<file path="config.mk">
export PLATFORM = sky130hd
export DESIGN_NAME = lossy_lag_delay_queue
export DESIGN_NICKNAME = d
export VERILOG_FILES = /design/src/hw/rtl/lldq_pkg.sv /design/src/hw/rtl/lldq_ram.sv /design/src/hw/rtl/lossy_lag_delay_queue.sv
export SDC_FILE = /design/constraint.sdc
export NUM_CORES = 2
export LEC_CHECK = 0
export BUFFER_PORTS_ARGS = -buffer_cell sky130_fd_sc_hd__buf_2
export CORE_MARGIN = 2
export CORE_UTILIZATION = 60
export DETAILED_ROUTE_END_ITERATION = 7
export PLACE_DENSITY_LB_ADDON = 0.1
export SYNTH_ARGS = -nofsm -noshare
export SYNTH_HDL_FRONTEND = slang
export SYNTH_SLANG_ARGS = --single-unit
</file>
<file path="constraint.sdc">
create_clock -name clk -period 24.2 [get_ports clk]
set_clock_uncertainty 0.1 [all_clocks]
set_input_delay 1.21 -clock clk [delete_from_list [all_inputs] [get_ports clk]]
set_output_delay 1.21 -clock clk [all_outputs]
set_load 0.1 [all_outputs]
</file>
<file path="src/hw/rtl/lldq_pkg.sv">
// ----------------------------------------------------------------------------
// lldq_pkg
// Shared types and constants of the lossy lag delay queue: transfer payloads,
// queue entry layout, result kinds, register indexes and sequencer states.
// ----------------------------------------------------------------------------
package lldq_pkg;

  // Default sizes
  localparam int QUEUE_DEPTH_DEF = 16;
  localparam int SLOT_COUNT_DEF  = 16;

  // Most entries that one tick may release
  localparam int MAX_RELEASE     = 16;
  localparam int REL_CNT_W       = $clog2(MAX_RELEASE + 1);

  // Configuration port
  localparam int CFG_INDEX_W     = 2;
  localparam int CFG_DATA_W      = 17;

  localparam logic [CFG_INDEX_W-1:0] CFG_LOSS_THRESHOLD = 2'd0;
  localparam logic [CFG_INDEX_W-1:0] CFG_MIN_LAG        = 2'd1;
  localparam logic [CFG_INDEX_W-1:0] CFG_MAX_LAG        = 2'd2;

  typedef enum logic {
    OP_ARRIVE = 1'b0,
    OP_TICK   = 1'b1
  } op_t;

  typedef enum logic [1:0] {
    KIND_RELEASED  = 2'd0,
    KIND_ACCEPTED  = 2'd1,
    KIND_DROP_LOSS = 2'd2,
    KIND_DROP_FULL = 2'd3
  } kind_t;

  typedef struct packed {
    op_t         operation;
    logic [7:0]  packet_handle;
    logic [3:0]  sender_slot;
    logic [15:0] loss_draw;
    logic [15:0] lag_draw;
    logic [7:0]  elapsed_ms;
  } in_item_t;

  typedef struct packed {
    kind_t       kind;
    logic [7:0]  out_handle;
    logic [3:0]  out_slot;
    logic        last;
  } out_item_t;

  // One queue entry as stored in the RAM
  typedef struct packed {
    logic [31:0] due;
    logic [7:0]  handle;
    logic [3:0]  slot;
  } entry_t;

  typedef enum logic [1:0] {
    ST_IDLE,
    ST_LAG,
    ST_INSERT,
    ST_RELEASE
  } state_t;

endpackage

</file>
<file path="src/hw/rtl/lldq_ram.sv">
// ----------------------------------------------------------------------------
// lldq_ram
// Simple dual-port RAM: one write port, one read port with registered data.
// ----------------------------------------------------------------------------
module lldq_ram #(
  parameter int WIDTH = 44,
  parameter int DEPTH = 16
) (
  input  logic                     clk,
  input  logic                     wr_en,
  input  logic [$clog2(DEPTH)-1:0] wr_addr,
  input  logic [WIDTH-1:0]         wr_data,
  input  logic [$clog2(DEPTH)-1:0] rd_addr,
  output logic [WIDTH-1:0]         rd_data
);

  logic [WIDTH-1:0] mem [DEPTH];

  // Write and registered read
  always_ff @(posedge clk) begin
    if (wr_en) begin
      mem[wr_addr] <= wr_data;
    end
    rd_data <= mem[rd_addr];
  end

endmodule

</file>
<file path="src/hw/rtl/lossy_lag_delay_queue.sv">
// ----------------------------------------------------------------------------
// lossy_lag_delay_queue
// Network impairment delay queue: drops packets by loss draw, delays the rest
// by a drawn lag and releases them in due-time order on clock ticks.
// ----------------------------------------------------------------------------
// Usage: an item is taken when start is high and busy is low. A tick adds
// elapsed_ms to the millisecond clock and releases every due entry from the
// front of the queue (at most 16 per tick), one result per cycle with last
// set on the final one; a tick with nothing due gives no result. An arrival
// gives exactly one result: dropped by loss, dropped because the queue is
// full, or accepted; an arrival from a slot at or above SLOT_COUNT is
// ignored. Results appear for one cycle on out_strobe and cannot be stalled.
// A dropped or ignored arrival leaves busy low. An accepted arrival first
// multiplies out the lag when it is taken, then scales the lag, then runs
// the sorted insert scan, which reads and rewrites the entry RAM one entry
// per cycle and writes the last occupied slot in its final cycle. A tick
// does one RAM read per released entry. The user must write configuration
// only while busy is low; the block itself does not enforce this.
// ----------------------------------------------------------------------------
module lossy_lag_delay_queue #(
  parameter int QUEUE_DEPTH = lldq_pkg::QUEUE_DEPTH_DEF,
  parameter int SLOT_COUNT  = lldq_pkg::SLOT_COUNT_DEF
) (
  input  logic                             clk,
  input  logic                             rst_n,
  // command channel
  input  logic                             start,
  output logic                             busy,
  input  lldq_pkg::in_item_t               in_item,
  // result channel
  output logic                             out_strobe,
  output lldq_pkg::out_item_t              out_item,
  // configuration
  input  logic                             cfg_we,
  input  logic [lldq_pkg::CFG_INDEX_W-1:0] cfg_index,
  input  logic [lldq_pkg::CFG_DATA_W-1:0]  cfg_data
);

  localparam int PW = $clog2(QUEUE_DEPTH);
  localparam int OW = $clog2(QUEUE_DEPTH + 1);
  localparam logic [PW:0]   DEPTH_W   = QUEUE_DEPTH[PW:0];
  localparam logic [OW-1:0] OCC_FULL  = QUEUE_DEPTH[OW-1:0];
  localparam logic [8:0]    SLOT_LIMIT = SLOT_COUNT[8:0];
  localparam logic [lldq_pkg::REL_CNT_W-1:0] REL_LIMIT =
    lldq_pkg::MAX_RELEASE[lldq_pkg::REL_CNT_W-1:0];

  // Circular index add
  function automatic logic [PW-1:0] wrap_add(input logic [PW-1:0] a,
                                             input logic [PW-1:0] b);
    logic [PW:0] s;
    s = {1'b0, a} + {1'b0, b};
    if (s >= DEPTH_W) begin
      s = s - DEPTH_W;
    end
    return s[PW-1:0];
  endfunction

  // Registers
  lldq_pkg::state_t    state_r, state_nxt;
  logic [16:0]         loss_thr_r;
  logic [15:0]         min_lag_r, max_lag_r;
  logic [31:0]         clock_r, clock_nxt;
  logic [OW-1:0]       occ_r, occ_nxt;
  logic [PW-1:0]       head_r, head_nxt;
  logic [PW-1:0]       idx_r, idx_nxt;
  logic                inserting_r, inserting_nxt;
  lldq_pkg::entry_t    carry_r, carry_nxt;
  logic [7:0]          handle_r, handle_nxt;
  logic [3:0]          slot_r, slot_nxt;
  logic [31:0]         prod_r, prod_nxt;
  logic [15:0]         rel_r, rel_nxt;
  logic [lldq_pkg::REL_CNT_W-1:0] cnt_r, cnt_nxt;
  logic                pend_valid_r, pend_valid_nxt;
  logic [7:0]          pend_handle_r, pend_handle_nxt;
  logic [3:0]          pend_slot_r, pend_slot_nxt;
  logic                out_valid_r, out_valid_nxt;
  lldq_pkg::out_item_t out_item_r, out_item_nxt;

  // RAM port signals
  logic                ram_we;
  logic [PW-1:0]       ram_wr_addr;
  lldq_pkg::entry_t    ram_wr_data;
  logic [PW-1:0]       ram_rd_addr;
  lldq_pkg::entry_t    ram_rd_data;

  // Decode of an accepted command
  logic        accept;
  logic        slot_bad;
  logic        loss_hit;
  logic        q_full;
  logic        arrive_go;
  logic [15:0] lag_hi;
  logic [15:0] lag_range;

  // Shared compare unit and scan decisions
  logic [31:0] diff;
  logic        due_hit;
  logic        at_end;
  logic        place;
  logic        rel_go;
  logic [32:0] div_sum;
  logic [15:0] lag;

  lldq_ram #(
    .WIDTH ($bits(lldq_pkg::entry_t)),
    .DEPTH (QUEUE_DEPTH)
  ) u_ram (
    .clk     (clk),
    .wr_en   (ram_we),
    .wr_addr (ram_wr_addr),
    .wr_data (ram_wr_data),
    .rd_addr (ram_rd_addr),
    .rd_data (ram_rd_data)
  );

  // Decode the command on the input ports
  assign busy      = (state_r != lldq_pkg::ST_IDLE);
  assign accept    = start & ~busy;
  assign slot_bad  = ({5'd0, in_item.sender_slot} >= SLOT_LIMIT);
  assign loss_hit  = ({1'b0, in_item.loss_draw} < loss_thr_r);
  assign q_full    = (occ_r == OCC_FULL);
  assign arrive_go = accept & (in_item.operation == lldq_pkg::OP_ARRIVE) &
                     ~slot_bad & ~loss_hit & ~q_full;
  assign lag_hi    = (max_lag_r < min_lag_r) ? min_lag_r : max_lag_r;
  assign lag_range = lag_hi - min_lag_r;

  // Scale the product by 1/65535: exact for products below 65535 * 2^16
  assign div_sum   = {1'b0, prod_r} + {17'd0, prod_r[31:16]} + 33'd1;
  assign lag       = min_lag_r + div_sum[31:16];

  // Shared subtractor: entry due time relative to the clock
  assign diff      = ram_rd_data.due - clock_r;
  assign due_hit   = (diff == 32'd0) || (diff[31] && (diff[30:0] != 31'd0));
  assign at_end    = (OW'(idx_r) == occ_r);
  assign place     = inserting_r | at_end | (diff >= {16'd0, rel_r});
  assign rel_go    = (occ_r != '0) && (cnt_r < REL_LIMIT) && due_hit;

  // Next state
  always_comb begin
    state_nxt = state_r;
    unique case (state_r)
      lldq_pkg::ST_IDLE: begin
        if (accept) begin
          if (in_item.operation == lldq_pkg::OP_TICK) begin
            state_nxt = lldq_pkg::ST_RELEASE;
          end else if (arrive_go) begin
            state_nxt = lldq_pkg::ST_LAG;
          end
        end
      end
      lldq_pkg::ST_LAG: begin
        state_nxt = lldq_pkg::ST_INSERT;
      end
      lldq_pkg::ST_INSERT: begin
        if (at_end) begin
          state_nxt = lldq_pkg::ST_IDLE;
        end
      end
      lldq_pkg::ST_RELEASE: begin
        if (!rel_go) begin
          state_nxt = lldq_pkg::ST_IDLE;
        end
      end
      default: state_nxt = lldq_pkg::ST_IDLE;
    endcase
  end

  // Datapath and outputs
  always_comb begin
    clock_nxt       = clock_r;
    occ_nxt         = occ_r;
    head_nxt        = head_r;
    idx_nxt         = idx_r;
    inserting_nxt   = inserting_r;
    carry_nxt       = carry_r;
    handle_nxt      = handle_r;
    slot_nxt        = slot_r;
    prod_nxt        = prod_r;
    rel_nxt         = rel_r;
    cnt_nxt         = cnt_r;
    pend_valid_nxt  = pend_valid_r;
    pend_handle_nxt = pend_handle_r;
    pend_slot_nxt   = pend_slot_r;
    out_valid_nxt   = 1'b0;
    out_item_nxt    = out_item_r;
    ram_we          = 1'b0;
    ram_wr_addr     = wrap_add(head_r, idx_r);
    ram_wr_data     = carry_r;
    ram_rd_addr     = head_r;

    unique case (state_r)
      lldq_pkg::ST_IDLE: begin
        if (accept) begin
          if (in_item.operation == lldq_pkg::OP_TICK) begin
            // advance the clock and start reading the queue front
            clock_nxt      = clock_r + 32'(in_item.elapsed_ms);
            cnt_nxt        = '0;
            pend_valid_nxt = 1'b0;
          end else if (!slot_bad) begin
            out_item_nxt.out_handle = in_item.packet_handle;
            out_item_nxt.out_slot   = in_item.sender_slot;
            out_item_nxt.last       = 1'b1;
            if (loss_hit) begin
              out_valid_nxt     = 1'b1;
              out_item_nxt.kind = lldq_pkg::KIND_DROP_LOSS;
            end else if (q_full) begin
              out_valid_nxt     = 1'b1;
              out_item_nxt.kind = lldq_pkg::KIND_DROP_FULL;
            end else begin
              // hold the packet and multiply out the lag
              handle_nxt = in_item.packet_handle;
              slot_nxt   = in_item.sender_slot;
              prod_nxt   = 32'(lag_range) * 32'(in_item.lag_draw);
            end
          end
        end
      end

      lldq_pkg::ST_LAG: begin
        // form the new entry and fetch the first queued entry
        rel_nxt       = lag;
        carry_nxt.due = clock_r + 32'(lag);
        carry_nxt.handle = handle_r;
        carry_nxt.slot   = slot_r;
        idx_nxt       = '0;
        inserting_nxt = 1'b0;
        ram_rd_addr   = head_r;
      end

      lldq_pkg::ST_INSERT: begin
        // ripple the new entry in ahead of the first entry not due earlier
        if (place) begin
          ram_we        = 1'b1;
          carry_nxt     = ram_rd_data;
          inserting_nxt = 1'b1;
        end
        idx_nxt     = idx_r + 1'b1;
        ram_rd_addr = wrap_add(head_r, idx_nxt);
        if (at_end) begin
          occ_nxt                 = occ_r + 1'b1;
          out_valid_nxt           = 1'b1;
          out_item_nxt.kind       = lldq_pkg::KIND_ACCEPTED;
          out_item_nxt.out_handle = handle_r;
          out_item_nxt.out_slot   = slot_r;
          out_item_nxt.last       = 1'b1;
        end
      end

      lldq_pkg::ST_RELEASE: begin
        // emit the held result once the next decision is known
        out_item_nxt.kind       = lldq_pkg::KIND_RELEASED;
        out_item_nxt.out_handle = pend_handle_r;
        out_item_nxt.out_slot   = pend_slot_r;
        out_item_nxt.last       = ~rel_go;
        out_valid_nxt           = pend_valid_r;
        if (rel_go) begin
          // drop the front entry and fetch the next one
          pend_valid_nxt  = 1'b1;
          pend_handle_nxt = ram_rd_data.handle;
          pend_slot_nxt   = ram_rd_data.slot;
          head_nxt        = wrap_add(head_r, PW'(1));
          occ_nxt         = occ_r - 1'b1;
          cnt_nxt         = cnt_r + 1'b1;
          ram_rd_addr     = head_nxt;
        end else begin
          pend_valid_nxt = 1'b0;
        end
      end

      default: begin
      end
    endcase
  end

  // Registers
  always_ff @(posedge clk) begin
    if (!rst_n) begin
      state_r      <= lldq_pkg::ST_IDLE;
      loss_thr_r   <= '0;
      min_lag_r    <= '0;
      max_lag_r    <= '0;
      clock_r      <= '0;
      occ_r        <= '0;
      head_r       <= '0;
      idx_r        <= '0;
      inserting_r  <= 1'b0;
      cnt_r        <= '0;
      pend_valid_r <= 1'b0;
      out_valid_r  <= 1'b0;
    end else begin
      state_r      <= state_nxt;
      clock_r      <= clock_nxt;
      occ_r        <= occ_nxt;
      head_r       <= head_nxt;
      idx_r        <= idx_nxt;
      inserting_r  <= inserting_nxt;
      cnt_r        <= cnt_nxt;
      pend_valid_r <= pend_valid_nxt;
      out_valid_r  <= out_valid_nxt;
      if (cfg_we) begin
        unique case (cfg_index)
          lldq_pkg::CFG_LOSS_THRESHOLD: loss_thr_r <= cfg_data;
          lldq_pkg::CFG_MIN_LAG:        min_lag_r  <= cfg_data[15:0];
          lldq_pkg::CFG_MAX_LAG:        max_lag_r  <= cfg_data[15:0];
          default: begin
          end
        endcase
      end
    end
  end

  // Payload registers
  always_ff @(posedge clk) begin
    carry_r       <= carry_nxt;
    handle_r      <= handle_nxt;
    slot_r        <= slot_nxt;
    prod_r        <= prod_nxt;
    rel_r         <= rel_nxt;
    pend_handle_r <= pend_handle_nxt;
    pend_slot_r   <= pend_slot_nxt;
    out_item_r    <= out_item_nxt;
  end

  assign out_strobe = out_valid_r;
  assign out_item   = out_item_r;

endmodule
</file>
==> results.toml <==
[run_status]
outcome = "completed"

[synth]
synth_area_mm2 = 0.0531
synth-main-ff-cell = "edfxtp_1"
yosysWarnings = 0
synth.avg_cell_area_um2 = 12.8
synthArstFlopShare_pct = 0
ys_types = 83
synth_top_cell_by_area = "edfxtp_1"
synth_area_leaders = "edfxtp_1 (47%), mux2i_1 (13%), fa_1 (7.6%)"
synth_edf_count = 835
netlist_instances = 4156
synthesis.nets = 4700
synth-seq-area-share_pct = 52.8
synth_top_area_share_pct = 47.2
synth_seq_cells = 983

[routing]
drtIter0Drc = 2216
routedWlPerCell_um = 21.4
via_per_inst = 5.74
drc = 0
drt_first_pass_iters = 5
num_vias = 31500
wl_um = 117000
antenna_left = 0

[floorplanning]
num_rows = 109
dieArea_mm2 = 0.0909
initial_utilization_pct = 60.3
io_pins = 93
die-width_um = 301
coreArea_mm2 = 0.0881
die_h_um = 301

[flow_run]
maxCapViolCount = 0

[setup_path]
crit_slowest_cell = "o41ai_1"
critPathRequiredTime_ns = 24.49
crit_path_frequent_cell = "a21o_1"
critPathMaxFanout = 27
worstSetupPathType = "flip-flop to flip-flop"
rrSetupSlack_ns = 11.28
cp.arrival_ns = 13.21
max_stage_delay_ns = 0.74
reg2reg_depth = 50
r2r_start = "min_lag_r[1]"
cp-end-kind = "flip-flop"
cp-start-kind = "flip-flop"
worstReg2RegEnd = "prod_r[30]"

[worst_hold_path]
holdPathEnd = "pend_handle_r[5]"
min_path_cells = 0
hold_class = "flip-flop to flip-flop"
worstHoldStart = "u_ram.rd_data[9]"

[global_route]
grt_pass1_wl_um = 182000
antenna_found_initial = 0
grt_max_degree = 134
grt_pass1_vias = 32000
overflow = 0
grt_usage_pct = 26.3

[clocking]
clk_latency_ns = 0.69
cts_buffers = 98
tritoncts = "yes"
cts_hold_buf = 0
clkTransAtPathRegs_ns = 0.06
cts_buffer_depth = 3
postCtsSetupBuffers = 0
cts_root_buffer = "clkbuf_16"
cts_sinks = 983
cts_resized = 0
htreeDepth = 3

[cells_and_area]
layout-drive-gt1-share_pct = 8.49
diodes = 0
syn_to_final_growth_pct = 9.81
nets = 4783
fillers = 6596

[timing]
clock.fmax_ghz = 0.0774
period_share_pct = 53.4
hold_violations = 0
finalCriticalPeriod_ns = 12.92
setup_viol = 0
rsz0062_at_grt = "false"
worstMarginPinSlew_ns = 1.19
finalSetupTns_ns = 0
final-max-slew-violation-count = 0
relSlewSlack_pct = 20.7

[place]
gp_congestion = 0.908
hpwlAfterDp_um = 74800
io_buffers = 92
[flip-flops by register name, summed over array words and instances, names as in the netlist, 2 cells and up]
signal and cells:
carry_r 44, clock_r 32, cnt_r 5, handle_r 8
head_r 4, idx_r 4, loss_thr_r 17, max_lag_r 16
min_lag_r 16, occ_r 5, out_item 15, pend_handle_r 8
pend_slot_r 4, prod_r 32, rel_r 16, slot_r 4
state_r 2, u_ram.mem 704, u_ram.rd_data 44
[Yosys cell counts, drive strengths merged, types with 4 or more instances]
cell	instances
fa	202
inv	366
o41ai	5
or2	5
a211oi	9
edfxtp	835
nand2b	20
nor2	96
nor3	25
nand4	16
a21boi	65
and4	4
nor2b	30
o211ai	9
mux2	16
nor3b	5
and3b	5
ha	266
a22oi	14
nor4	15
o31ai	6
a31oi	7
clkbuf	88
nand2	390
a21oi	112
a21o	63
o211a	6
nand3b	6
xor2	33
o21a	38
nand3	44
o21bai	28
mux2i	670
and3	18
and2	129
buf	78
o221ai	4
xnor2	125
dfxtp	148
o21ai	108
or3	8
[cell families (layout without fill, tap and decap cells)]
family	Yosys count	in the layout	share of synthesized area (%)
AO/OA/AOI/OAI	506	506	6.35
XOR/XNOR	158	158	2.61
adder cells (fa/ha/maj)	468	468	13.9
buffers and inverters	535	703	4.03
flip-flops	983	983	52.8
multiplexers	686	686	13.0
AND/OR/NAND/NOR	820	820	7.34
[worst max-delay path, delay by kind of cell (launching register included)]
family,cells,cell delay (ns)
AO/OA/AOI/OAI,32,6.75
XOR/XNOR,1,0.08
AND/OR/NAND/NOR,3,0.82
adder cells (fa/ha/maj),9,4.03
buffers and inverters,5,0.54
flip-flops,1,0.35
[cell usage in the layout, fill, tap and decap left out, drive strengths merged, types with 7 or more instances in the layout]
cell type and n:
and3 18, dfxtp 148, xnor2 125, nand3 44
nand4 16, nor3 25, fa 202, nor4 15
a21oi 112, nand2 390, inv 369, a21o 63
clkbuf 123, and2 129, mux2i 670, o21bai 28
clkinv 47, a21boi 65, mux2 16, edfxtp 835
or3 8, a211oi 9, ha 266, xor2 33
nor2b 30, buf 149, a22oi 14, a31oi 7
o21ai 108, bufinv 12, o211ai 9, o21a 38
nand2b 20, nor2 96
[worst max-delay path by stage]
| stage | cells past startpoint | slack [ns] | from | endpoint |
|---|---|---|---|---|
| finish | 50 | 11.28 | min_lag_r[1] | prod_r[30] |
| floorplan | 53 | 12.07 | min_lag_r[1] | prod_r[30] |
| global placement | 50 | 11.52 | min_lag_r[1] | prod_r[30] |
| CTS | 50 | 11.26 | min_lag_r[1] | prod_r[30] |
| detailed placement | 50 | 11.33 | min_lag_r[1] | prod_r[30] |
| global route | 50 | 9.96 | min_lag_r[1] | prod_r[30] |
[per-stage QoR]
step / area (um^2) / hold slack, ns / setup WS (ns) / utilization, % / std cells
final: 58300 / 0.332 / 11.28 / 66.2 / 5489
after CTS: 58300 / 0.329 / 11.26 / 66.2 / 5489
after detailed placement: 54900 / 0.313 / 11.33 / 62.3 / 5304
after global placement: 54900 / 0.306 / 11.52 / 62.3 / 5304
after global routing: 58300 / 0.345 / 9.96 / 66.2 / 5489
after floorplan: 53100 / 0.303 / 12.07 / - / 4156
[metal layers]
metal | GRT usage, % | share of wire (%) | wire length (um) | vias up
li1 | - | - | - | 14900
met1 | 35.5 | 44 | 51700 | 15700
met2 | 43.9 | 48 | 56700 | 720
met3 | 3.65 | 4.6 | 5430 | 200
met4 | 8.79 | 3.1 | 3600 | 0
met5 | 0 | 0 | 0 | -
[cell type report]
class                           count  area [um^2]  area share [%]
Tap cell                         1165         1460            2.50
Clock inverter                     62          723            1.24
Sequential cell                   983        28000            48.1
Multi-Input combinational cell   2638        23100            39.7
Inverter                          369         1390            2.38
Clock buffer                      123         2670            4.58
Timing Repair Buffer              149          901            1.55
Power is not shown: default switching activity piles up to over one toggle a cycle in this logic, so the estimate is an artifact.
